## src/rtl/lrp_pkg.sv

```systemverilog
package lrp_pkg;

  // fixed field widths of the channels
  localparam int unsigned PAGE_NUM_W  = 16;
  localparam int unsigned FRAME_IDX_W = 3;
  localparam int unsigned COUNT_W     = 32;
  localparam int unsigned STAMP_W     = 32;

  // configuration port
  localparam int unsigned CFG_DATA_W = 32;
  localparam int unsigned CFG_ADDR_W = 3;
  localparam int unsigned FIU_W      = 4;
  localparam logic [FIU_W-1:0] FIU_RESET = 4'd8;

  // register index, taken from paddr[2]
  typedef enum logic [0:0] {
    REG_FRAMES_IN_USE = 1'b0,
    REG_UNUSED        = 1'b1
  } reg_idx_t;

  // one result transaction
  typedef struct packed {
    logic                   hit;
    logic [FRAME_IDX_W-1:0] frame_index;
    logic                   evicted_valid;
    logic [PAGE_NUM_W-1:0]  evicted_page;
    logic [COUNT_W-1:0]     fault_count;
    logic [COUNT_W-1:0]     hit_count;
  } lrp_result_t;

endpackage

```

## src/rtl/lrp_if.sv

```systemverilog
// page reference channel
interface lrp_in_if import lrp_pkg::*; ();
  logic                  valid;
  logic                  ready;
  logic [PAGE_NUM_W-1:0] page_number;

  modport source (output valid, output page_number, input ready);
  modport sink (input valid, input page_number, output ready);
endinterface

// replacement result channel
interface lrp_out_if import lrp_pkg::*; ();
  logic                   valid;
  logic                   ready;
  logic                   hit;
  logic [FRAME_IDX_W-1:0] frame_index;
  logic                   evicted_valid;
  logic [PAGE_NUM_W-1:0]  evicted_page;
  logic [COUNT_W-1:0]     fault_count;
  logic [COUNT_W-1:0]     hit_count;

  modport source (output valid, output hit, output frame_index, output evicted_valid,
                  output evicted_page, output fault_count, output hit_count, input ready);
  modport sink (input valid, input hit, input frame_index, input evicted_valid,
                input evicted_page, input fault_count, input hit_count, output ready);
endinterface

```

## src/rtl/lru_page_replacement.sv

```systemverilog
// channel   direction  handshake         payload
// in_ch     in         valid/ready       page_number
// out_ch    out        valid/ready       hit, frame_index, evicted_valid/page, counts
// cfg_*     in/out     apb, pready high  frames_in_use at byte address 0
//
// a reference is taken in idle, then the scan reads all n active frames (n being the active frame count):
// the frame memory has a single read port, so the scan reads one frame a cycle.
// a new reference is taken while the previous result waits in the output register.
// rst_n is synchronous: it empties all frames and clears the counters, no clearing pass.
// a stalled result holds the block in its write-back step until taken.
module lru_page_replacement import lrp_pkg::*; #(
  parameter int unsigned FRAMES    = 8,
  parameter int unsigned PAGE_BITS = 16
) (
  input  logic                  clk,
  input  logic                  rst_n,
  lrp_in_if.sink                in_ch,
  lrp_out_if.source             out_ch,
  input  logic                  cfg_psel,
  input  logic                  cfg_penable,
  input  logic                  cfg_pwrite,
  input  logic [CFG_ADDR_W-1:0] cfg_paddr,
  input  logic [CFG_DATA_W-1:0] cfg_pwdata,
  output logic [CFG_DATA_W-1:0] cfg_prdata,
  output logic                  cfg_pready
);

  localparam int unsigned IDX_W   = (FRAMES > 1) ? $clog2(FRAMES) : 1;
  localparam int unsigned ENTRY_W = PAGE_BITS + STAMP_W;

  logic [FIU_W-1:0]   frames_in_use;
  logic               ram_we;
  logic [IDX_W-1:0]   ram_waddr;
  logic [ENTRY_W-1:0] ram_wdata;
  logic [IDX_W-1:0]   ram_raddr;
  logic [ENTRY_W-1:0] ram_rdata;

  // configuration register
  lrp_cfg u_cfg (
    .clk           (clk),
    .rst_n         (rst_n),
    .cfg_psel      (cfg_psel),
    .cfg_penable   (cfg_penable),
    .cfg_pwrite    (cfg_pwrite),
    .cfg_paddr     (cfg_paddr),
    .cfg_pwdata    (cfg_pwdata),
    .cfg_prdata    (cfg_prdata),
    .cfg_pready    (cfg_pready),
    .frames_in_use (frames_in_use)
  );

  // scan and update sequencer
  lrp_ctrl #(
    .FRAMES    (FRAMES),
    .PAGE_BITS (PAGE_BITS),
    .IDX_W     (IDX_W),
    .ENTRY_W   (ENTRY_W)
  ) u_ctrl (
    .clk           (clk),
    .rst_n         (rst_n),
    .frames_in_use (frames_in_use),
    .in_ch         (in_ch),
    .out_ch        (out_ch),
    .ram_we        (ram_we),
    .ram_waddr     (ram_waddr),
    .ram_wdata     (ram_wdata),
    .ram_raddr     (ram_raddr),
    .ram_rdata     (ram_rdata)
  );

  // page and stamp of each frame
  lrp_ram #(
    .WIDTH (ENTRY_W),
    .DEPTH (FRAMES)
  ) u_frame_ram (
    .clk   (clk),
    .we    (ram_we),
    .waddr (ram_waddr),
    .wdata (ram_wdata),
    .raddr (ram_raddr),
    .rdata (ram_rdata)
  );

  // one reference at a time: no second transaction right after one is taken
  a_one_at_a_time: assert property (@(posedge clk) disable iff (!rst_n)
    in_ch.valid && in_ch.ready |=> !in_ch.ready)
    else $error("input taken while a reference is in progress");

  // a hit never evicts
  a_hit_no_evict: assert property (@(posedge clk) disable iff (!rst_n)
    out_ch.valid |-> !(out_ch.hit && out_ch.evicted_valid))
    else $error("hit reported together with an eviction");

  // evicted page reads zero when nothing was replaced
  a_evict_zero: assert property (@(posedge clk) disable iff (!rst_n)
    out_ch.valid && !out_ch.evicted_valid |-> out_ch.evicted_page == '0)
    else $error("evicted page nonzero without an eviction");

endmodule

```

## src/rtl/lrp_ram.sv

```systemverilog
module lrp_ram #(
  parameter int unsigned WIDTH = 48,
  parameter int unsigned DEPTH = 8
) (
  input  logic                                   clk,
  input  logic                                   we,
  input  logic [(DEPTH > 1 ? $clog2(DEPTH) : 1)-1:0] waddr,
  input  logic [WIDTH-1:0]                       wdata,
  input  logic [(DEPTH > 1 ? $clog2(DEPTH) : 1)-1:0] raddr,
  output logic [WIDTH-1:0]                       rdata
);

  logic [WIDTH-1:0] mem [DEPTH];

  // one write port, registered read port
  always_ff @(posedge clk) begin
    if (we) begin
      mem[waddr] <= wdata;
    end
    rdata <= mem[raddr];
  end

endmodule

```

## src/rtl/lrp_cfg.sv

```systemverilog
module lrp_cfg import lrp_pkg::*; (
  input  logic                  clk,
  input  logic                  rst_n,
  input  logic                  cfg_psel,
  input  logic                  cfg_penable,
  input  logic                  cfg_pwrite,
  input  logic [CFG_ADDR_W-1:0] cfg_paddr,
  input  logic [CFG_DATA_W-1:0] cfg_pwdata,
  output logic [CFG_DATA_W-1:0] cfg_prdata,
  output logic                  cfg_pready,
  output logic [FIU_W-1:0]      frames_in_use
);

  logic [FIU_W-1:0] fiu_r;
  reg_idx_t         reg_idx;
  logic             wr_en;

  assign reg_idx    = reg_idx_t'(cfg_paddr[2]);
  assign cfg_pready = 1'b1;
  assign wr_en      = cfg_psel && cfg_penable && cfg_pwrite && cfg_pready;

  // register write in the access phase
  always_ff @(posedge clk) begin
    if (!rst_n) begin
      fiu_r <= FIU_RESET;
    end else if (wr_en && reg_idx == REG_FRAMES_IN_USE) begin
      fiu_r <= cfg_pwdata[FIU_W-1:0];
    end
  end

  // read mux
  always_comb begin
    case (reg_idx)
      REG_FRAMES_IN_USE: cfg_prdata = CFG_DATA_W'(fiu_r);
      default:           cfg_prdata = '0;
    endcase
  end

  assign frames_in_use = fiu_r;

endmodule

```

## src/rtl/lrp_ctrl.sv

```systemverilog
module lrp_ctrl import lrp_pkg::*; #(
  parameter int unsigned FRAMES    = 8,
  parameter int unsigned PAGE_BITS = 16,
  parameter int unsigned IDX_W     = (FRAMES > 1) ? $clog2(FRAMES) : 1,
  parameter int unsigned ENTRY_W   = PAGE_BITS + STAMP_W
) (
  input  logic               clk,
  input  logic               rst_n,
  input  logic [FIU_W-1:0]   frames_in_use,
  lrp_in_if.sink             in_ch,
  lrp_out_if.source          out_ch,
  output logic               ram_we,
  output logic [IDX_W-1:0]   ram_waddr,
  output logic [ENTRY_W-1:0] ram_wdata,
  output logic [IDX_W-1:0]   ram_raddr,
  input  logic [ENTRY_W-1:0] ram_rdata
);

  localparam int unsigned CNT_W = $clog2(FRAMES + 1);
  localparam int unsigned PX_W  = PAGE_BITS + PAGE_NUM_W;
  localparam int unsigned FX_W  = IDX_W + FRAME_IDX_W;

  typedef enum logic [1:0] {
    S_IDLE,
    S_SCAN,
    S_WRITE
  } state_t;

  state_t                 state_r;
  logic [FRAMES-1:0]      valid_r;
  logic [STAMP_W-1:0]     use_cnt_r;
  logic [COUNT_W-1:0]     faults_r;
  logic [COUNT_W-1:0]     hits_r;
  logic                   out_valid_r;
  lrp_result_t            res_r;

  logic [PAGE_BITS-1:0]   page_r;
  logic [CNT_W-1:0]       n_r;
  logic [CNT_W-1:0]       issue_r;
  logic                   pend_r;
  logic [IDX_W-1:0]       pend_idx_r;
  logic                   found_r;
  logic [IDX_W-1:0]       hit_pos_r;
  logic                   have_empty_r;
  logic [IDX_W-1:0]       empty_pos_r;
  logic                   have_old_r;
  logic [STAMP_W-1:0]     old_stamp_r;
  logic [IDX_W-1:0]       old_pos_r;
  logic [PAGE_BITS-1:0]   old_page_r;

  logic [PX_W-1:0]        in_page_x;
  logic [CNT_W-1:0]       n_active;
  logic [PAGE_BITS-1:0]   rd_page;
  logic [STAMP_W-1:0]     rd_stamp;
  logic                   rd_valid;
  logic                   rd_match;
  logic                   rd_older;
  logic                   out_free;
  logic                   evict;
  logic [IDX_W-1:0]       pos;
  logic [FX_W-1:0]        pos_x;
  logic [PX_W-1:0]        ev_page_x;
  logic [STAMP_W-1:0]     stamp_new;
  logic [COUNT_W-1:0]     faults_new;
  logic [COUNT_W-1:0]     hits_new;

  // page taken at its stored width
  assign in_page_x = PX_W'(in_ch.page_number);

  // frame count clamped to 1..FRAMES
  always_comb begin
    if (frames_in_use == '0) begin
      n_active = CNT_W'(1);
    end else if (32'(frames_in_use) > 32'(FRAMES)) begin
      n_active = CNT_W'(FRAMES);
    end else begin
      n_active = CNT_W'(frames_in_use);
    end
  end

  // compare of the entry read in the previous cycle
  assign rd_page  = ram_rdata[PAGE_BITS-1:0];
  assign rd_stamp = ram_rdata[PAGE_BITS +: STAMP_W];
  assign rd_valid = valid_r[pend_idx_r];
  assign rd_match = (rd_page == page_r);
  assign rd_older = !have_old_r || (rd_stamp < old_stamp_r);

  // frame choice and new counts
  assign evict      = !found_r && !have_empty_r;
  assign pos        = found_r ? hit_pos_r : (have_empty_r ? empty_pos_r : old_pos_r);
  assign pos_x      = FX_W'(pos);
  assign ev_page_x  = PX_W'(old_page_r);
  assign stamp_new  = use_cnt_r + STAMP_W'(1);
  assign faults_new = faults_r + COUNT_W'(!found_r);
  assign hits_new   = hits_r + COUNT_W'(found_r);
  assign out_free   = !out_valid_r || out_ch.ready;

  // memory ports
  assign ram_raddr = issue_r[IDX_W-1:0];
  assign ram_we    = (state_r == S_WRITE) && out_free;
  assign ram_waddr = pos;
  assign ram_wdata = {stamp_new, page_r};

  // sequencer, frame state and result register
  always_ff @(posedge clk) begin
    if (!rst_n) begin
      state_r     <= S_IDLE;
      valid_r     <= '0;
      use_cnt_r   <= '0;
      faults_r    <= '0;
      hits_r      <= '0;
      out_valid_r <= 1'b0;
      pend_r      <= 1'b0;
    end else begin
      if (out_valid_r && out_ch.ready && !ram_we) begin
        out_valid_r <= 1'b0;
      end
      case (state_r)
        S_IDLE: begin
          if (in_ch.valid) begin
            page_r       <= in_page_x[PAGE_BITS-1:0];
            n_r          <= n_active;
            issue_r      <= '0;
            pend_r       <= 1'b0;
            found_r      <= 1'b0;
            have_empty_r <= 1'b0;
            have_old_r   <= 1'b0;
            state_r      <= S_SCAN;
          end
        end
        S_SCAN: begin
          // issue one read a cycle
          pend_r     <= (issue_r < n_r);
          pend_idx_r <= issue_r[IDX_W-1:0];
          if (issue_r < n_r) begin
            issue_r <= issue_r + CNT_W'(1);
          end else begin
            state_r <= S_WRITE;
          end
          // fold the returned entry into hit, empty and oldest
          if (pend_r) begin
            if (rd_valid) begin
              if (!found_r && rd_match) begin
                found_r   <= 1'b1;
                hit_pos_r <= pend_idx_r;
              end
              if (rd_older) begin
                have_old_r  <= 1'b1;
                old_stamp_r <= rd_stamp;
                old_pos_r   <= pend_idx_r;
                old_page_r  <= rd_page;
              end
            end else if (!have_empty_r) begin
              have_empty_r <= 1'b1;
              empty_pos_r  <= pend_idx_r;
            end
          end
        end
        S_WRITE: begin
          if (out_free) begin
            valid_r[pos]        <= 1'b1;
            use_cnt_r           <= stamp_new;
            faults_r            <= faults_new;
            hits_r              <= hits_new;
            res_r.hit           <= found_r;
            res_r.frame_index   <= pos_x[FRAME_IDX_W-1:0];
            res_r.evicted_valid <= evict;
            res_r.evicted_page  <= evict ? ev_page_x[PAGE_NUM_W-1:0] : '0;
            res_r.fault_count   <= faults_new;
            res_r.hit_count     <= hits_new;
            out_valid_r         <= 1'b1;
            state_r             <= S_IDLE;
          end
        end
        default: begin
          state_r <= S_IDLE;
        end
      endcase
    end
  end

  // channel outputs
  assign in_ch.ready          = (state_r == S_IDLE);
  assign out_ch.valid         = out_valid_r;
  assign out_ch.hit           = res_r.hit;
  assign out_ch.frame_index   = res_r.frame_index;
  assign out_ch.evicted_valid = res_r.evicted_valid;
  assign out_ch.evicted_page  = res_r.evicted_page;
  assign out_ch.fault_count   = res_r.fault_count;
  assign out_ch.hit_count     = res_r.hit_count;

endmodule
```

## src/flat_wrapper.sv

```systemverilog
// flat-port wrapper written by rule: the top's interface ports become plain ports
module lru_page_replacement_flat import lrp_pkg::*;
#(
  parameter int unsigned FRAMES    = 8,
  parameter int unsigned PAGE_BITS = 16
)
  (clk, rst_n, cfg_psel, cfg_penable, cfg_pwrite, cfg_paddr, cfg_pwdata, cfg_prdata, cfg_pready, in_ch_valid, in_ch_page_number, in_ch_ready, out_ch_valid, out_ch_hit, out_ch_frame_index, out_ch_evicted_valid, out_ch_evicted_page, out_ch_fault_count, out_ch_hit_count, out_ch_ready);
  lrp_in_if in_ch_i ();
  lrp_out_if out_ch_i ();
  input  logic clk;
  input  logic rst_n;
  input  logic cfg_psel;
  input  logic cfg_penable;
  input  logic cfg_pwrite;
  input  logic [CFG_ADDR_W-1:0] cfg_paddr;
  input  logic [CFG_DATA_W-1:0] cfg_pwdata;
  output logic [CFG_DATA_W-1:0] cfg_prdata;
  output logic cfg_pready;
  input wire logic [$bits(in_ch_i.valid)-1:0] in_ch_valid;
  input wire logic [$bits(in_ch_i.page_number)-1:0] in_ch_page_number;
  output wire logic [$bits(in_ch_i.ready)-1:0] in_ch_ready;
  output wire logic [$bits(out_ch_i.valid)-1:0] out_ch_valid;
  output wire logic [$bits(out_ch_i.hit)-1:0] out_ch_hit;
  output wire logic [$bits(out_ch_i.frame_index)-1:0] out_ch_frame_index;
  output wire logic [$bits(out_ch_i.evicted_valid)-1:0] out_ch_evicted_valid;
  output wire logic [$bits(out_ch_i.evicted_page)-1:0] out_ch_evicted_page;
  output wire logic [$bits(out_ch_i.fault_count)-1:0] out_ch_fault_count;
  output wire logic [$bits(out_ch_i.hit_count)-1:0] out_ch_hit_count;
  input wire logic [$bits(out_ch_i.ready)-1:0] out_ch_ready;
  assign in_ch_i.valid = in_ch_valid;
  assign in_ch_i.page_number = in_ch_page_number;
  assign in_ch_ready = in_ch_i.ready;
  assign out_ch_valid = out_ch_i.valid;
  assign out_ch_hit = out_ch_i.hit;
  assign out_ch_frame_index = out_ch_i.frame_index;
  assign out_ch_evicted_valid = out_ch_i.evicted_valid;
  assign out_ch_evicted_page = out_ch_i.evicted_page;
  assign out_ch_fault_count = out_ch_i.fault_count;
  assign out_ch_hit_count = out_ch_i.hit_count;
  assign out_ch_i.ready = out_ch_ready;
  lru_page_replacement #(.FRAMES(FRAMES), .PAGE_BITS(PAGE_BITS)) u_core (.clk(clk), .rst_n(rst_n), .in_ch(in_ch_i), .out_ch(out_ch_i), .cfg_psel(cfg_psel), .cfg_penable(cfg_penable), .cfg_pwrite(cfg_pwrite), .cfg_paddr(cfg_paddr), .cfg_pwdata(cfg_pwdata), .cfg_prdata(cfg_prdata), .cfg_pready(cfg_pready));
endmodule
```

## config.mk

```make
export PLATFORM = sky130hd
export DESIGN_NAME = lru_page_replacement_flat
export DESIGN_NICKNAME = d
export VERILOG_FILES = /design/src/rtl/lrp_pkg.sv /design/src/rtl/lrp_if.sv /design/src/rtl/lru_page_replacement.sv /design/src/rtl/lrp_ram.sv /design/src/rtl/lrp_cfg.sv /design/src/rtl/lrp_ctrl.sv /design/src/flat_wrapper.sv
export SDC_FILE = /design/constraint.sdc
export NUM_CORES = 1
export LEC_CHECK = 0
export BUFFER_PORTS_ARGS = -buffer_cell sky130_fd_sc_hd__buf_2
export CORE_MARGIN = 2
export CORE_UTILIZATION = 35
export DETAILED_ROUTE_END_ITERATION = 12
export RECOVER_POWER = 25
export SLEW_MARGIN = 20
export SYNTH_ARGS = -nofsm -noshare
export SYNTH_HDL_FRONTEND = slang
export SYNTH_SLANG_ARGS = --single-unit
export TNS_END_PERCENT = 20
```

## constraint.sdc

```tcl
create_clock -name clk -period 6.3 [get_ports clk]
set_clock_uncertainty 0.2 [all_clocks]
set_input_delay 0.315 -clock clk [delete_from_list [all_inputs] [get_ports clk]]
set_output_delay 0.315 -clock clk [all_outputs]
set_load 0.005 [all_outputs]
```

Word level (Yosys, flattened, before mapping)
Memory sizes are Yosys's and may differ from the RTL's. A register that Yosys moved wholly into a read port is not among the register bits. Cells that the tools add are included.

$add $sub $neg: 4. Mux-type cells: 33. Order comparisons: 6. Equality and inequality tests: 12. Bitwise gates (word level): 4. Reduce and logical (&&, ||, !) cells: 33.

Operators with widths (number): $add 32x1->32 (2); $add 32x1->32 const B (1); $lt 32x32->1 (1); $reduce_and 5->1 (4); $ne 2x2->1 const B (9); $eq 16x16->1 (1); $mux 1 (16); $mux 4 (4); $reduce_and 6->1 (2); $logic_and 1x1->1 (9); $reduce_and 3->1 (3); $lt 3x4->1 const B (2); $or 8x8->8 (1); $pmux 1 s2 (4); $pmux 4 s2 (1); $mux 2 (3); $mux 3 (2); $pmux 2 s3 (1); $reduce_and 2->1 (3); $logic_not 1->1 (5); $add 4x1->4 const B (1); $gt 4x4->1 const B (1); $logic_not 4->1 (1); $lt 4x4->1 (1); 11 further kinds (14).

Logic and storage cells: 120. Bits in writable memories: 384. Output and inout port bits: 120. Memories kept: 1. Bits in registers: 284.

Memory list: u_core.u_frame_ram.mem (depth 8, width 48, rd ports 1, clocked after Yosys merged registers in 1, write ports 1, RTL line lrp_ram.sv:13) `logic [WIDTH-1:0] mem [DEPTH];`.

Logic depth before layout (Yosys ltp)
Gate-level depths: netlist of the first run.

Word-level depth: 8. Depth in mapped cells: 11. Mapped depth without buffers: 9.

Hierarchy
A second synthesis of the first run with hierarchy kept.

Cell total of the unflattened synthesis: 1806. Area, all modules: 28917.7 um2.

By module, submodules not included: lrp_ram (cells an instance 616, sequential area each 12492.0 um2, area an instance 15620.0 um2, instances 1); lrp_ctrl (cells an instance 1137, sequential area each 7327.0 um2, area an instance 12866.1 um2, instances 1); lrp_cfg (cells an instance 53, sequential area each 80.1 um2, area an instance 431.7 um2, instances 1).

Worst setup path after synthesis of the first run
OpenSTA, ideal clock, no wires.

Path type: register -> register. From: register u_core.u_ctrl.old_stamp_r[2]. To: register u_core.u_ctrl.old_page_r[0], enable pin. Path slack: 0.644 ns. Cell stages (with the launch flop): 9. Arrival: 4.933 ns. Path buffers: 0. Required time: 5.577 ns. Period minus slack after synthesis: 5.656 ns. Library setup time: 0.523 ns. Cells stage by stage: edfxtp_1 inv_1 ha_1 a211o_1 a31oi_1 o221ai_1 a211oi_1 o2bb2ai_1 nor3_1.

Cells in the longest elaborated chain, start to end: 3.

Ends and longest elaborated chain: start: declaration (RTL line lrp_ctrl.sv:47) `logic [STAMP_W-1:0] old_stamp_r;`; start signal: assignment (RTL line lrp_ctrl.sv:149) `old_stamp_r <= rd_stamp;`; $lt 32x32->1 (RTL line lrp_ctrl.sv:86) `assign rd_older = !have_old_r || (rd_stamp < old_stamp_r);`; $logic_or 1x1->1 (RTL line lrp_ctrl.sv:86); $reduce_and 5->1 (no line); end signal: assignment (RTL line lrp_ctrl.sv:151) `old_page_r <= rd_page;`; end: declaration (RTL line lrp_ctrl.sv:49) `logic [PAGE_BITS-1:0] old_page_r;`.

Every way passes these cells. A chain may end at the register's enable or synchronous reset.

==> impl_metrics.csv, run 1 <==
group,metric,value,unit
logic_synthesis,synth_area_per_cell,16.0,sq um
power_and_ir_drop,finalPower,9650,uW
timing,rsz0062_at_grt,"no",
die,core,0.0807,sq mm
timing,tns,0,ns
global_route,antenna_found_initial,0,
power_and_ir_drop,p_leak,0.0114,uW
timing,tightest_slew,2.67,ns
cells_and_area,finalCoreUtilization,40.5,%
cells_and_area,layout.nets,2041,
route,routed-wl-met3,2400,um
clock_tree,cts_buffers,72,
timing,slew_headroom,-77.7,%
route,wl_met1,24600,um
route,met2_length,27700,um
global_route,grt_usage,13.5,%
route,wl_per_cell,18.3,um
logic_synthesis,synth_cell_type_count,57,
logic_synthesis,ys_dominant_reg_cell,"edfxtp_1",
clock_tree,clk_path_buf_depth,3,
cells_and_area,synthToLayoutAreaGrowth,14.5,%
job,maxCapViolations,1,
placed_design,dp_hpwl,31600,um
power_and_ir_drop,power_density,295,mW/mm^2
logic_synthesis,synth_seq_cells,716,
critical_path,cp_data_required_time,6.56,ns
global_route,grt_pass1_wl,87500,um
clock_tree,postCtsSetupBuffers,0,
worst_hold_path,hold_class,"in -> reg",
die,die_y,290,um
timing,drv_slew,39,
logic_synthesis,synth_cells,1789,
power_and_ir_drop,p_sw,1990,uW
clock_tree,htreeDepth,3,
route,routed.top_layer,"met4",
cells_and_area,drive_gt1_share,18.0,%
cells_and_area,diodes,0,
route,drt_iter0_markers,840,
logic_synthesis,synth_common_cells,"556 x edfxtp_1, 160 x dfxtp_1, 102 x nand2_1",
power_and_ir_drop,vdd_drop_max,0.184,mV
die,start_util,35.4,%
logic_synthesis,syn_area,0.0286,sq mm
logic_synthesis,yosysSeqAreaShare,69.7,%
timing,fin_ws,1.97,ns
logic_synthesis,synth_top_cell_area_share,58.5,%
route,vias,14800,
timing,fmax,231,MHz
status,outcome,"finished, violations left",
critical_path,setup.worst_path.end_class,"flop",
logic_synthesis,yosysWarnings,0,
route,drc,0,
timing,setup_viol,0,
critical_path,critPathMaxFanout,62,
route,drtAntennaViolNets,0,
status,failed_checks,"max-capacitance violations, max-slew violations",
clock_tree,cts_tree,"built",
placed_design,preCtsSetupSlack,2.55,ns
timing,layout_min_cycle_time,4.33,ns
cells_and_area,final_cells,3059,
power_and_ir_drop,seqPwrFrac,53.7,%
die,rows,104,
route,viasPerCell,4.83,
route,wl,56000,um
die,io_pins,178,
clock_tree,cts.sinks,716,
timing,finalHoldViolations,0,
global_route,grt.overflow.total,0,
route,drt_first_pass_iters,5,
power_and_ir_drop,clockPowerShare,42.2,%
die,die_width,290,um
power_and_ir_drop,p_comb_share,4.1,%
placed_design,routabilityCongestion,0.772,
clock_tree,ctsRootBufferMaster,"clkbuf_16",
critical_path,setup.worst_path.start_class,"flop",
cells_and_area,num-fill-cells,7376,
power_and_ir_drop,internal_power,7660,uW
placed_design,portBuffers,118,
logic_synthesis,yosysMostFrequentCell,"edfxtp_1",
global_route,grt_max_degree,102,
critical_path,critical_path_class,"reg -> reg",
clock_tree,clkSlewWorstSetupHoldPaths,0.06,ns
timing,post-route-period-util,68.7,%
die,die_area,0.0839,sq mm
logic_synthesis,async_reset_ff_share,0,%
logic_synthesis,yosys-top-cells-area,"edfxtp_1 58%, dfxtp_1 11%, mux4_2 7.7%, xnor2_1 3.1%, xor2_1 2.6%",
power_and_ir_drop,p_sw_share,20.6,%
critical_path,arrival,4.59,ns
placed_design,dp.cells,2905,
logic_synthesis,yosys.area.top_type,"edfxtp_1",
logic_synthesis,synth_edf_count,556,
global_route,grt_pass1_vias,15500,
clock_tree,clk-insertion-delay-late,0.60,ns
clock_tree,cts_resized,0,
## cell usage in the layout (no fill, tap or decap), types with 67 or more instances in the layout
master     instances
edfxtp_1         556
dfxtp_1          160
nand2_1          102
xnor2_1          100
mux4_2            98
xor2_1            86
and2_1            80
clkbuf_16         76
clkbuf_1          70
buf_2             67
## layer usage
layer	track usage, %	vias up
met3	2.79	84
met2	23.0	285
met1	17.4	7541
li1	-	6879
met4	4.15	0
met5	0	-
## registers in the layout, indices dropped and copies added (netlist names), 3 cells and up
register	flops
u_core.u_ctrl.old_page_r	16
u_core.u_ctrl.hits_r	32
u_core.u_ctrl.use_cnt_r	32
u_core.u_ctrl.valid_r	8
u_core.u_ctrl.issue_r	4
u_core.u_ctrl.faults_r	32
u_core.u_ctrl.empty_pos_r	3
u_core.u_ctrl.hit_pos_r	3
u_core.u_ctrl.pend_idx_r	3
u_core.u_ctrl.out_ch.evicted_page	16
u_core.u_ctrl.out_ch.frame_index	3
u_core.u_ctrl.old_pos_r	3
u_core.u_ctrl.old_stamp_r	32
u_core.u_cfg.frames_in_use	4
u_core.u_ctrl.page_r	16
u_core.u_frame_ram.rdata	48
u_core.u_ctrl.out_ch.fault_count	32
u_core.u_frame_ram.mem	384
u_core.u_ctrl.n_r	4
u_core.u_ctrl.out_ch.hit_count	32
## logic make-up (layout without fill, tap and decap cells)
logic type,count (synthesis),count (layout),synth area share (%)
multiplexers,157,157,10.0
XOR/XNOR,186,186,5.70
AND/OR/NAND/NOR,461,461,8.66
buffers and inverters,153,336,2.45
AO/OA/AOI/OAI,74,74,1.72
other,2,29,0.0263
adder cells (fa/ha/maj),40,40,1.75
flip-flops,716,716,69.7
## final timing paths
path                                          startpoint                                         end  slack (ns)  cells after the start
setup / recovery  u_core.u_ctrl.issue_r[1]$_SDFFCE_PN0P_        u_core.u_frame_ram.rdata[23]$_DFF_P_        1.97                      4
hold / removal                                cfg_pwrite  u_core.u_cfg.frames_in_use[2]$_SDFFE_PN0P_        0.08                      4
setup reg to reg  u_core.u_ctrl.issue_r[1]$_SDFFCE_PN0P_        u_core.u_frame_ram.rdata[23]$_DFF_P_        1.97                      4
hold reg to reg     u_core.u_frame_ram.rdata[46]$_DFF_P_     u_core.u_ctrl.old_stamp_r[30]$_DFFE_PP_        0.23                      0
## power groups by stage
stage / clock [uW] / combinational, uW / sequential (uW)
floorplan: 0 / 290 / 5270
global placement: 0 / 386 / 5280
detailed placement: 0 / 391 / 5290
CTS: 4200 / 405 / 5190
global route: 4370 / 434 / 5190
finish: 4070 / 393 / 5190
## area by class of cell
type / count / area (sq um) / area share (%)
flip-flops and latches: 716 / 19900 / 60.9
repair buffers: 160 / 911 / 2.79
clock buffers: 98 / 2020 / 6.19
clock inverters: 32 / 220 / 0.674
multi-input cells: 947 / 8140 / 24.9
well taps: 1060 / 1330 / 4.06
inverters: 46 / 173 / 0.528
## worst max-delay path: stages (launching register included)
cell and delay (ns):
edfxtp_1 0.36, clkbuf_1 1.89, buf_4 1.00, mux4_2 0.42, mux2_2 0.28
## per-stage QoR
stage          area, sq um  hold slack [ns]
5_1_grt              32700            0.125
2_1_floorplan        28700            0.200
3_3_place_gp         30300            0.221
6_report             32700           0.0843
4_1_cts              32800           0.0348
3_5_place_dp         30300            0.224
## timing repair
action                                  in CTS  in global routing
endpoints found under the setup margin       0                  0
endpoints found under the hold margin       27                  0
hold buffers                                24                  0
No activity file was read; power rests on OpenSTA's default activity.
==> run 2: changes to the inputs <==
--- a/config.mk
+++ b/config.mk
@@ -5,6 +5,7 @@
 export SDC_FILE = /design/constraint.sdc
 export NUM_CORES = 1
 export LEC_CHECK = 0
+export ABC_AREA = 1
 export BUFFER_PORTS_ARGS = -buffer_cell sky130_fd_sc_hd__buf_2
 export CORE_MARGIN = 2
 export CORE_UTILIZATION = 35
==> constraint.sdc (replaced) <==
create_clock -name clk -period 4.2 [get_ports clk]
set_clock_uncertainty 0.2 [all_clocks]
set_input_delay 0.21 -clock clk [delete_from_list [all_inputs] [get_ports clk]]
set_output_delay 0.21 -clock clk [all_outputs]
set_load 0.005 [all_outputs]
==> impl_metrics.csv, run 2 <==
group,metric,value,unit
clock_tree,postCtsSetupBuffers,0,
cells_and_area,multi_input_area,0.00757,sq mm
power_and_ir_drop,power_density,487,mW/mm^2
route,wl_met1,28600,um
critical_path,r2r_cells,7,
route,routed-wl-met3,3520,um
clock_tree,ctsRootBufferMaster,"clkbuf_16",
logic_synthesis,synth-xor-area-share,2.50,%
logic_synthesis,synth_cells,2585,
critical_path,setup.worst_path.start_class,"flop",
logic_synthesis,yosysSeqAreaShare,68.5,%
logic_synthesis,async_reset_ff_share,0,%
logic_synthesis,syn_area,0.0290,sq mm
route,drc,0,
cells_and_area,final_area,0.0337,sq mm
clock_tree,cts_hold_buf,33,
placed_design,post_dp_cell_area,0.0309,sq mm
global_route,antenna_found_initial,1,
cells_and_area,final_cell_mix,"556 x edfxtp_1, 490 x nor2_1, 285 x o21ai_0",
logic_synthesis,synthMuxAreaShare,0,%
timing,drv_slew,0,
placed_design,routabilityCongestion,0.788,
critical_path,arrival,3.20,ns
die,die_width,292,um
logic_synthesis,synthSimpleGateAreaFrac,11.8,%
logic_synthesis,synth_cell_type_count,43,
route,met2_length,29700,um
clock_tree,htreeDepth,3,
route,drt_first_pass_iters,5,
job,maxCapViolations,0,
logic_synthesis,yosysWarnings,0,
route,viasPerCell,4.71,
worst_hold_path,hold_class,"in -> reg",
critical_path,ff2ff_setup_slack,1.03,ns
timing,tightest_slew,1.01,ns
route,routed.top_layer,"met4",
critical_path,cp_cell_sequence,"inv_1, o21ai_0, a211oi_1, nand3_1, nor2_1, nand3_1, nor3_1",
global_route,grt.overflow.total,0,
timing,fin_ws,1.03,ns
clock_tree,cts_tree,"built",
clock_tree,cts_resized,0,
clock_tree,cts_buffers,76,
power_and_ir_drop,p_leak,0.0126,uW
critical_path,critical_path_class,"reg -> reg",
cells_and_area,drive_gt1_share,9.58,%
cells_and_area,top_regs,"u_core.u_frame_ram.mem x384, u_core.u_frame_ram.rdata x48",
worst_hold_path,hold_start,"in_ch_page_number[12]",
critical_path,cp_data_required_time,4.24,ns
critical_path,rr_startpoint,"u_core.u_ctrl.found_r$_DFFE_PP_",
critical_path,cp_common_cell,"nand3_1",
global_route,grt_max_degree,197,
power_and_ir_drop,vdd_drop_max,0.272,mV
timing,rsz0062_at_grt,"no",
die,start_util,35.4,%
timing,setup_viol,0,
global_route,grt_usage,14.6,%
logic_synthesis,synth_top_family_by_area,"simple AND/OR/NAND/NOR gates",
worst_hold_path,hold_end,"u_core.u_ctrl.page_r[12]$_DFFE_PP_",
placed_design,portBuffers,118,
logic_synthesis,synth_compound_area_share,9.51,%
clock_tree,cts.sinks,716,
critical_path,setup.worst_path.end_class,"flop",
placed_design,preCtsSetupSlack,0.936,ns
critical_path,timing.rr.end,"u_core.u_ctrl.hit_pos_r[0]$_DFFE_PP_",
route,wl,63200,um
logic_synthesis,synth_area_per_cell,11.2,sq um
cells_and_area,regMostFlops,"u_core.u_frame_ram.mem",
timing,post-route-period-util,75.4,%
route,vias,18200,
cells_and_area,finalCoreUtilization,41.1,%
critical_path,slowest_stage,"nor3_1",
logic_synthesis,synth_seq_cells,716,
logic_synthesis,synthAdderAreaFrac,1.72,%
status,outcome,"finished, final reports clean",
die,core,0.0821,sq mm
timing,fmax,316,MHz
cells_and_area,layout_commonest_cell,"edfxtp_1",
die,io_pins,178,
critical_path,critPathMaxFanout,8,
die,die_y,292,um
cells_and_area,synthToLayoutAreaGrowth,16.2,%
timing,holdWs,0.106,ns
critical_path,cp_slowest_stage_delay,0.51,ns
cells_and_area,num-fill-cells,7700,
logic_synthesis,synth_common_cells,"556 x edfxtp_1, 500 x nor2_1, 285 x o21ai_0",
die,rows,105,
clock_tree,clk-insertion-delay-late,0.62,ns
logic_synthesis,yosys.area.top_type,"edfxtp_1",
critical_path,critPathBufInv,1,
cells_and_area,layout.nets,2832,
timing,finalHoldViolations,0,
timing,layout_min_cycle_time,3.17,ns
route,drtAntennaViolNets,0,
global_route,grt_pass1_wl,97100,um
cells_and_area,seqCellArea,0.0199,sq mm
timing,tns,0,ns
clock_tree,clk_path_buf_depth,3,
die,die_area,0.0853,sq mm
placed_design,dp_hpwl,35500,um
logic_synthesis,yosys-top-cells-area,"edfxtp_1 58%, dfxtp_1 11%, nor2_1 6.5%, o21ai_0 4.9%, inv_1 3.6%",
cells_and_area,largest_reg_flops,384,
route,drt_iter0_markers,1258,
global_route,grt_pass1_vias,17400,
timing,slew_headroom,32.4,%
critical_path,cp_top_family,"simple AND/OR/NAND/NOR gates",
worst_hold_path,min_path_cells,2,
logic_synthesis,yosysMostFrequentCell,"edfxtp_1",
logic_synthesis,synth_top_cell_area_share,57.5,%
logic_synthesis,synth_edf_count,556,
route,wl_per_cell,16.3,um
logic_synthesis,ys_dominant_reg_cell,"edfxtp_1",
clock_tree,clkSlewWorstSetupHoldPaths,0.06,ns
[run 2: cell types whose count changed after synthesis, sizes merged, moves of 59 or more]
cell	previous run	this run
a21oi	16	92
and2	92	0
inv	46	287
mux4	98	0
nand2	102	161
nor2	64	516
o21ai	15	304
xnor2	100	4
[run 2: worst max path at each step]
stage,endpoint,from,cells past startpoint
floorplan,u_core.u_ctrl.old_page_r[0]$_DFFE_PP_,u_core.u_ctrl.old_stamp_r[5]$_DFFE_PP_,13
finish,u_core.u_ctrl.hit_pos_r[0]$_DFFE_PP_,u_core.u_ctrl.found_r$_DFFE_PP_,7
global placement,u_core.u_ctrl.hit_pos_r[1]$_DFFE_PP_,u_core.u_ctrl.found_r$_DFFE_PP_,7
CTS,u_core.u_ctrl.hit_pos_r[1]$_DFFE_PP_,u_core.u_ctrl.found_r$_DFFE_PP_,7
detailed placement,u_core.u_ctrl.hit_pos_r[2]$_DFFE_PP_,u_core.u_ctrl.found_r$_DFFE_PP_,7
global route,u_core.u_ctrl.hit_pos_r[2]$_DFFE_PP_,u_core.u_ctrl.found_r$_DFFE_PP_,7
[run 2: kinds of logic after synthesis]
| family | count (synthesis) |
|---|---|
| AO/OA/AOI/OAI | 516 |
| XOR/XNOR | 81 |
| adder cells (fa/ha/maj) | 40 |
| buffers and inverters | 425 |
| flip-flops | 716 |
| other | 2 |
| AND/OR/NAND/NOR | 805 |
[run 2: final cells by class]
| class | count | share of cell area (%) |
|---|---|---|
| multi-input combinational | 1471 | 22.4 |
| inverter | 288 | 3.23 |
| clock inverter | 35 | 1.31 |
| clock buffer | 106 | 6.45 |
| sequential | 716 | 59.0 |
| timing repair buffer | 181 | 3.62 |
| tap | 1070 | 3.97 |
| antenna | 1 | 0.00742 |
[run 2: power breakdown]
group	total [uW]	switching [uW]	internal, uW	leakage [uW]
clock network	6920	2730	4190	0.00128
registers	8160	185	7980	0.00641
logic	1360	922	441	0.00488
[run 2: per-layer routing]
metal,track usage [%],vias up
li1,-,9117
met2,24.4,399
met5,0,-
met3,3.39,89
met1,18.9,8623
met4,4.10,0
[run 2: metrics by stage]
stage / power (uW) / std cells
final: 16400 / 3868
after floorplan: 9220 / 2612
after CTS: 16600 / 3867
after global placement: 9650 / 3693
after detailed placement: 9670 / 3693
after global routing: 17100 / 3867
==> run 3: changes to the inputs <==
==> constraint.sdc (replaced) <==
create_clock -name clk -period 3.1 [get_ports clk]
set_clock_uncertainty 0.2 [all_clocks]
set_input_delay 0.155 -clock clk [delete_from_list [all_inputs] [get_ports clk]]
set_output_delay 0.155 -clock clk [all_outputs]
set_load 0.005 [all_outputs]
==> impl_metrics.csv, run 3 (same netlist as run 2, synthesis figures left out) <==
group,metric,value,unit
status,outcome,"finished, final reports clean",
global_route,grt_pass1_wl,101000,um
global_route,grt_max_degree,110,
cells_and_area,seqCellArea,0.0199,sq mm
timing,slew_headroom,29.7,%
power_and_ir_drop,p_sw_share,23.4,%
cells_and_area,final_cell_mix,"556 x edfxtp_1, 490 x nor2_1, 285 x o21ai_0",
global_route,grt.overflow.total,0,
timing,post-route-period-util,90.5,%
clock_tree,cts_tree,"built",
route,drc,0,
cells_and_area,top_regs,"u_core.u_frame_ram.mem x384, u_core.u_frame_ram.rdata x48",
die,rows,105,
power_and_ir_drop,p_sw,5130,uW
timing,tns,0,ns
power_and_ir_drop,vdd_drop_max,0.389,mV
power_and_ir_drop,finalPower,21900,uW
power_and_ir_drop,p_comb_share,8.8,%
critical_path,ff2ff_setup_slack,0.30,ns
cells_and_area,layout.nets,2857,
clock_tree,clkSlewWorstSetupHoldPaths,0.06,ns
critical_path,slowest_stage,"nor4_1",
timing,finalHoldViolations,0,
cells_and_area,largest_reg_flops,384,
timing,layout_min_cycle_time,2.80,ns
cells_and_area,drive_gt1_share,9.79,%
clock_tree,cts_buffers,73,
placed_design,routabilityCongestion,0.788,
cells_and_area,layout_commonest_cell,"edfxtp_1",
cells_and_area,synthToLayoutAreaGrowth,16.8,%
worst_hold_path,hold_end,"u_core.u_ctrl.page_r[9]$_DFFE_PP_",
clock_tree,ctsRootBufferMaster,"clkbuf_16",
timing,tightest_slew,1.05,ns
placed_design,dp.cells,3714,
route,wl_per_cell,16.7,um
critical_path,timing.rr.end,"u_core.u_ctrl.old_page_r[5]$_DFFE_PP_",
critical_path,cp_common_cell,"nand2_1",
critical_path,cp_data_required_time,3.25,ns
global_route,grt_pass1_vias,18000,
power_and_ir_drop,clockPowerShare,40.7,%
power_and_ir_drop,power_density,646,mW/mm^2
critical_path,rr_startpoint,"u_core.u_ctrl.old_stamp_r[31]$_DFFE_PP_",
die,die_area,0.0853,sq mm
die,start_util,35.4,%
placed_design,post_dp_cell_area,0.0312,sq mm
power_and_ir_drop,p_leak,0.0126,uW
critical_path,cp_slowest_stage_delay,0.38,ns
die,die_width,292,um
clock_tree,cts.sinks,716,
worst_hold_path,hold_start,"in_ch_page_number[9]",
route,drt_first_pass_iters,5,
power_and_ir_drop,seqPwrFrac,50.5,%
route,drt_iter0_markers,1093,
clock_tree,htreeDepth,3,
placed_design,portBuffers,118,
placed_design,dp_hpwl,38500,um
timing,setup_viol,0,
critical_path,critical_path_class,"reg -> reg",
route,wl,65000,um
die,io_pins,178,
critical_path,cp-startpoint,"u_core.u_ctrl.old_stamp_r[31]$_DFFE_PP_",
timing,fmax,357,MHz
global_route,grt_usage,15.1,%
clock_tree,clk-insertion-delay-late,0.61,ns
critical_path,setup.worst_path.start_class,"flop",
worst_hold_path,hold_class,"in -> reg",
timing,drv_slew,0,
critical_path,setup.worst_path.end_class,"flop",
timing,rsz0062_at_grt,"no",
cells_and_area,diodes,0,
power_and_ir_drop,internal_power,16800,uW
die,die_y,292,um
critical_path,cp_cell_sequence,"inv_1, ha_1, nand2_1, nor2_1, nand4_1, nor4_1, buf_4, nand2_1, nand2_1, nand2_1, nand2_1, nor2_4, buf_12, buf_12",
route,viasPerCell,4.78,
clock_tree,clk_path_buf_depth,3,
cells_and_area,multi_input_area,0.00758,sq mm
critical_path,critPathMaxFanout,17,
critical_path,arrival,2.95,ns
route,vias,18600,
cells_and_area,num-fill-cells,7693,
global_route,antenna_found_initial,1,
cells_and_area,regMostFlops,"u_core.u_frame_ram.mem",
cells_and_area,final_area,0.0339,sq mm
die,core,0.0821,sq mm
critical_path,r2r_cells,14,
job,maxCapViolations,0,
worst_hold_path,min_path_cells,2,
route,drtAntennaViolNets,0,
cells_and_area,final_cells,3889,
[run 3: changes by cell type in the layout (fill, tap and decap cells not counted), moves of 3 or more]
| cell | change |
|---|---|
| buf_4 | +15 |
| clkbuf_1 | +14 |
| buf_12 | +11 |
| buf_2 | -9 |
| clkbuf_8 | -4 |
| clkinv_1 | +4 |
| clkbuf_2 | +3 |
| clkinv_2 | -3 |
[run 3: timing repair]
action                                  CTS  global route
endpoints found under the setup margin    0            41
resized for setup                         0             1
hold buffers                             32             0
setup buffers                             0             8
endpoints found under the hold margin    42             0
[run 3: power groups by stage]
stage	Sequential, uW	Combinational [uW]	Clock [uW]
after CTS	11100	1960	9150
after global placement	11200	1890	0
after global routing	11100	2190	9500
after floorplan	11200	1310	0
final	11100	1930	8930
after detailed placement	11300	1910	0
[run 3: how the worst max path moves through the flow]
stage	endpoint	cells past startpoint
after floorplan	u_core.u_frame_ram.mem[1][0]$_DFFE_PP_	6
after global placement	u_core.u_ctrl.old_stamp_r[22]$_DFFE_PP_	14
after detailed placement	u_core.u_ctrl.old_stamp_r[22]$_DFFE_PP_	14
after CTS	u_core.u_ctrl.old_stamp_r[26]$_DFFE_PP_	14
after global routing	u_core.u_ctrl.faults_r[22]$_SDFFE_PN0P_	14
final	u_core.u_ctrl.old_page_r[5]$_DFFE_PP_	14
[run 3: layout make-up]
type / instances / share of cell area [%]
Multi-Input combinational cell: 1471 / 22.4
Clock buffer: 105 / 6.23
Clock inverter: 30 / 0.982
Inverter: 288 / 3.22
Timing Repair Buffer: 209 / 4.57
Sequential cell: 716 / 58.7
Tap cell: 1070 / 3.95
[run 3: per-layer routing]
layer  global-route usage, %  part of all wire (%)  up-vias
met5                       0                     0        -
li1                        -                     -     9172
met4                    3.90                   1.7        0
met2                    25.8                    48      390
met1                    19.6                    45     8965
met3                    2.99                   5.3       72
[run 3: critical path, delay by kind of cell (launching register included)]
family	cells	cell delay (ns)
and+or+nand+nor	9	1.13
adders and majority gates	1	0.30
DFF	1	0.34
buffers and inverters	4	0.57
[run 3: per-stage QoR]
| stage | utilization, % | hold slack (ns) | setup WS (ns) |
|---|---|---|---|
| global route | 41.3 | 0.0454 | 0.0901 |
| finish | 41.3 | 0.0645 | 0.295 |
| global placement | 38.0 | 0.133 | 0.0718 |
| detailed placement | 38.0 | 0.134 | 0.0779 |
| CTS | 41.3 | 0.0297 | 0.0676 |
| floorplan | - | 0.0539 | -0.707 |
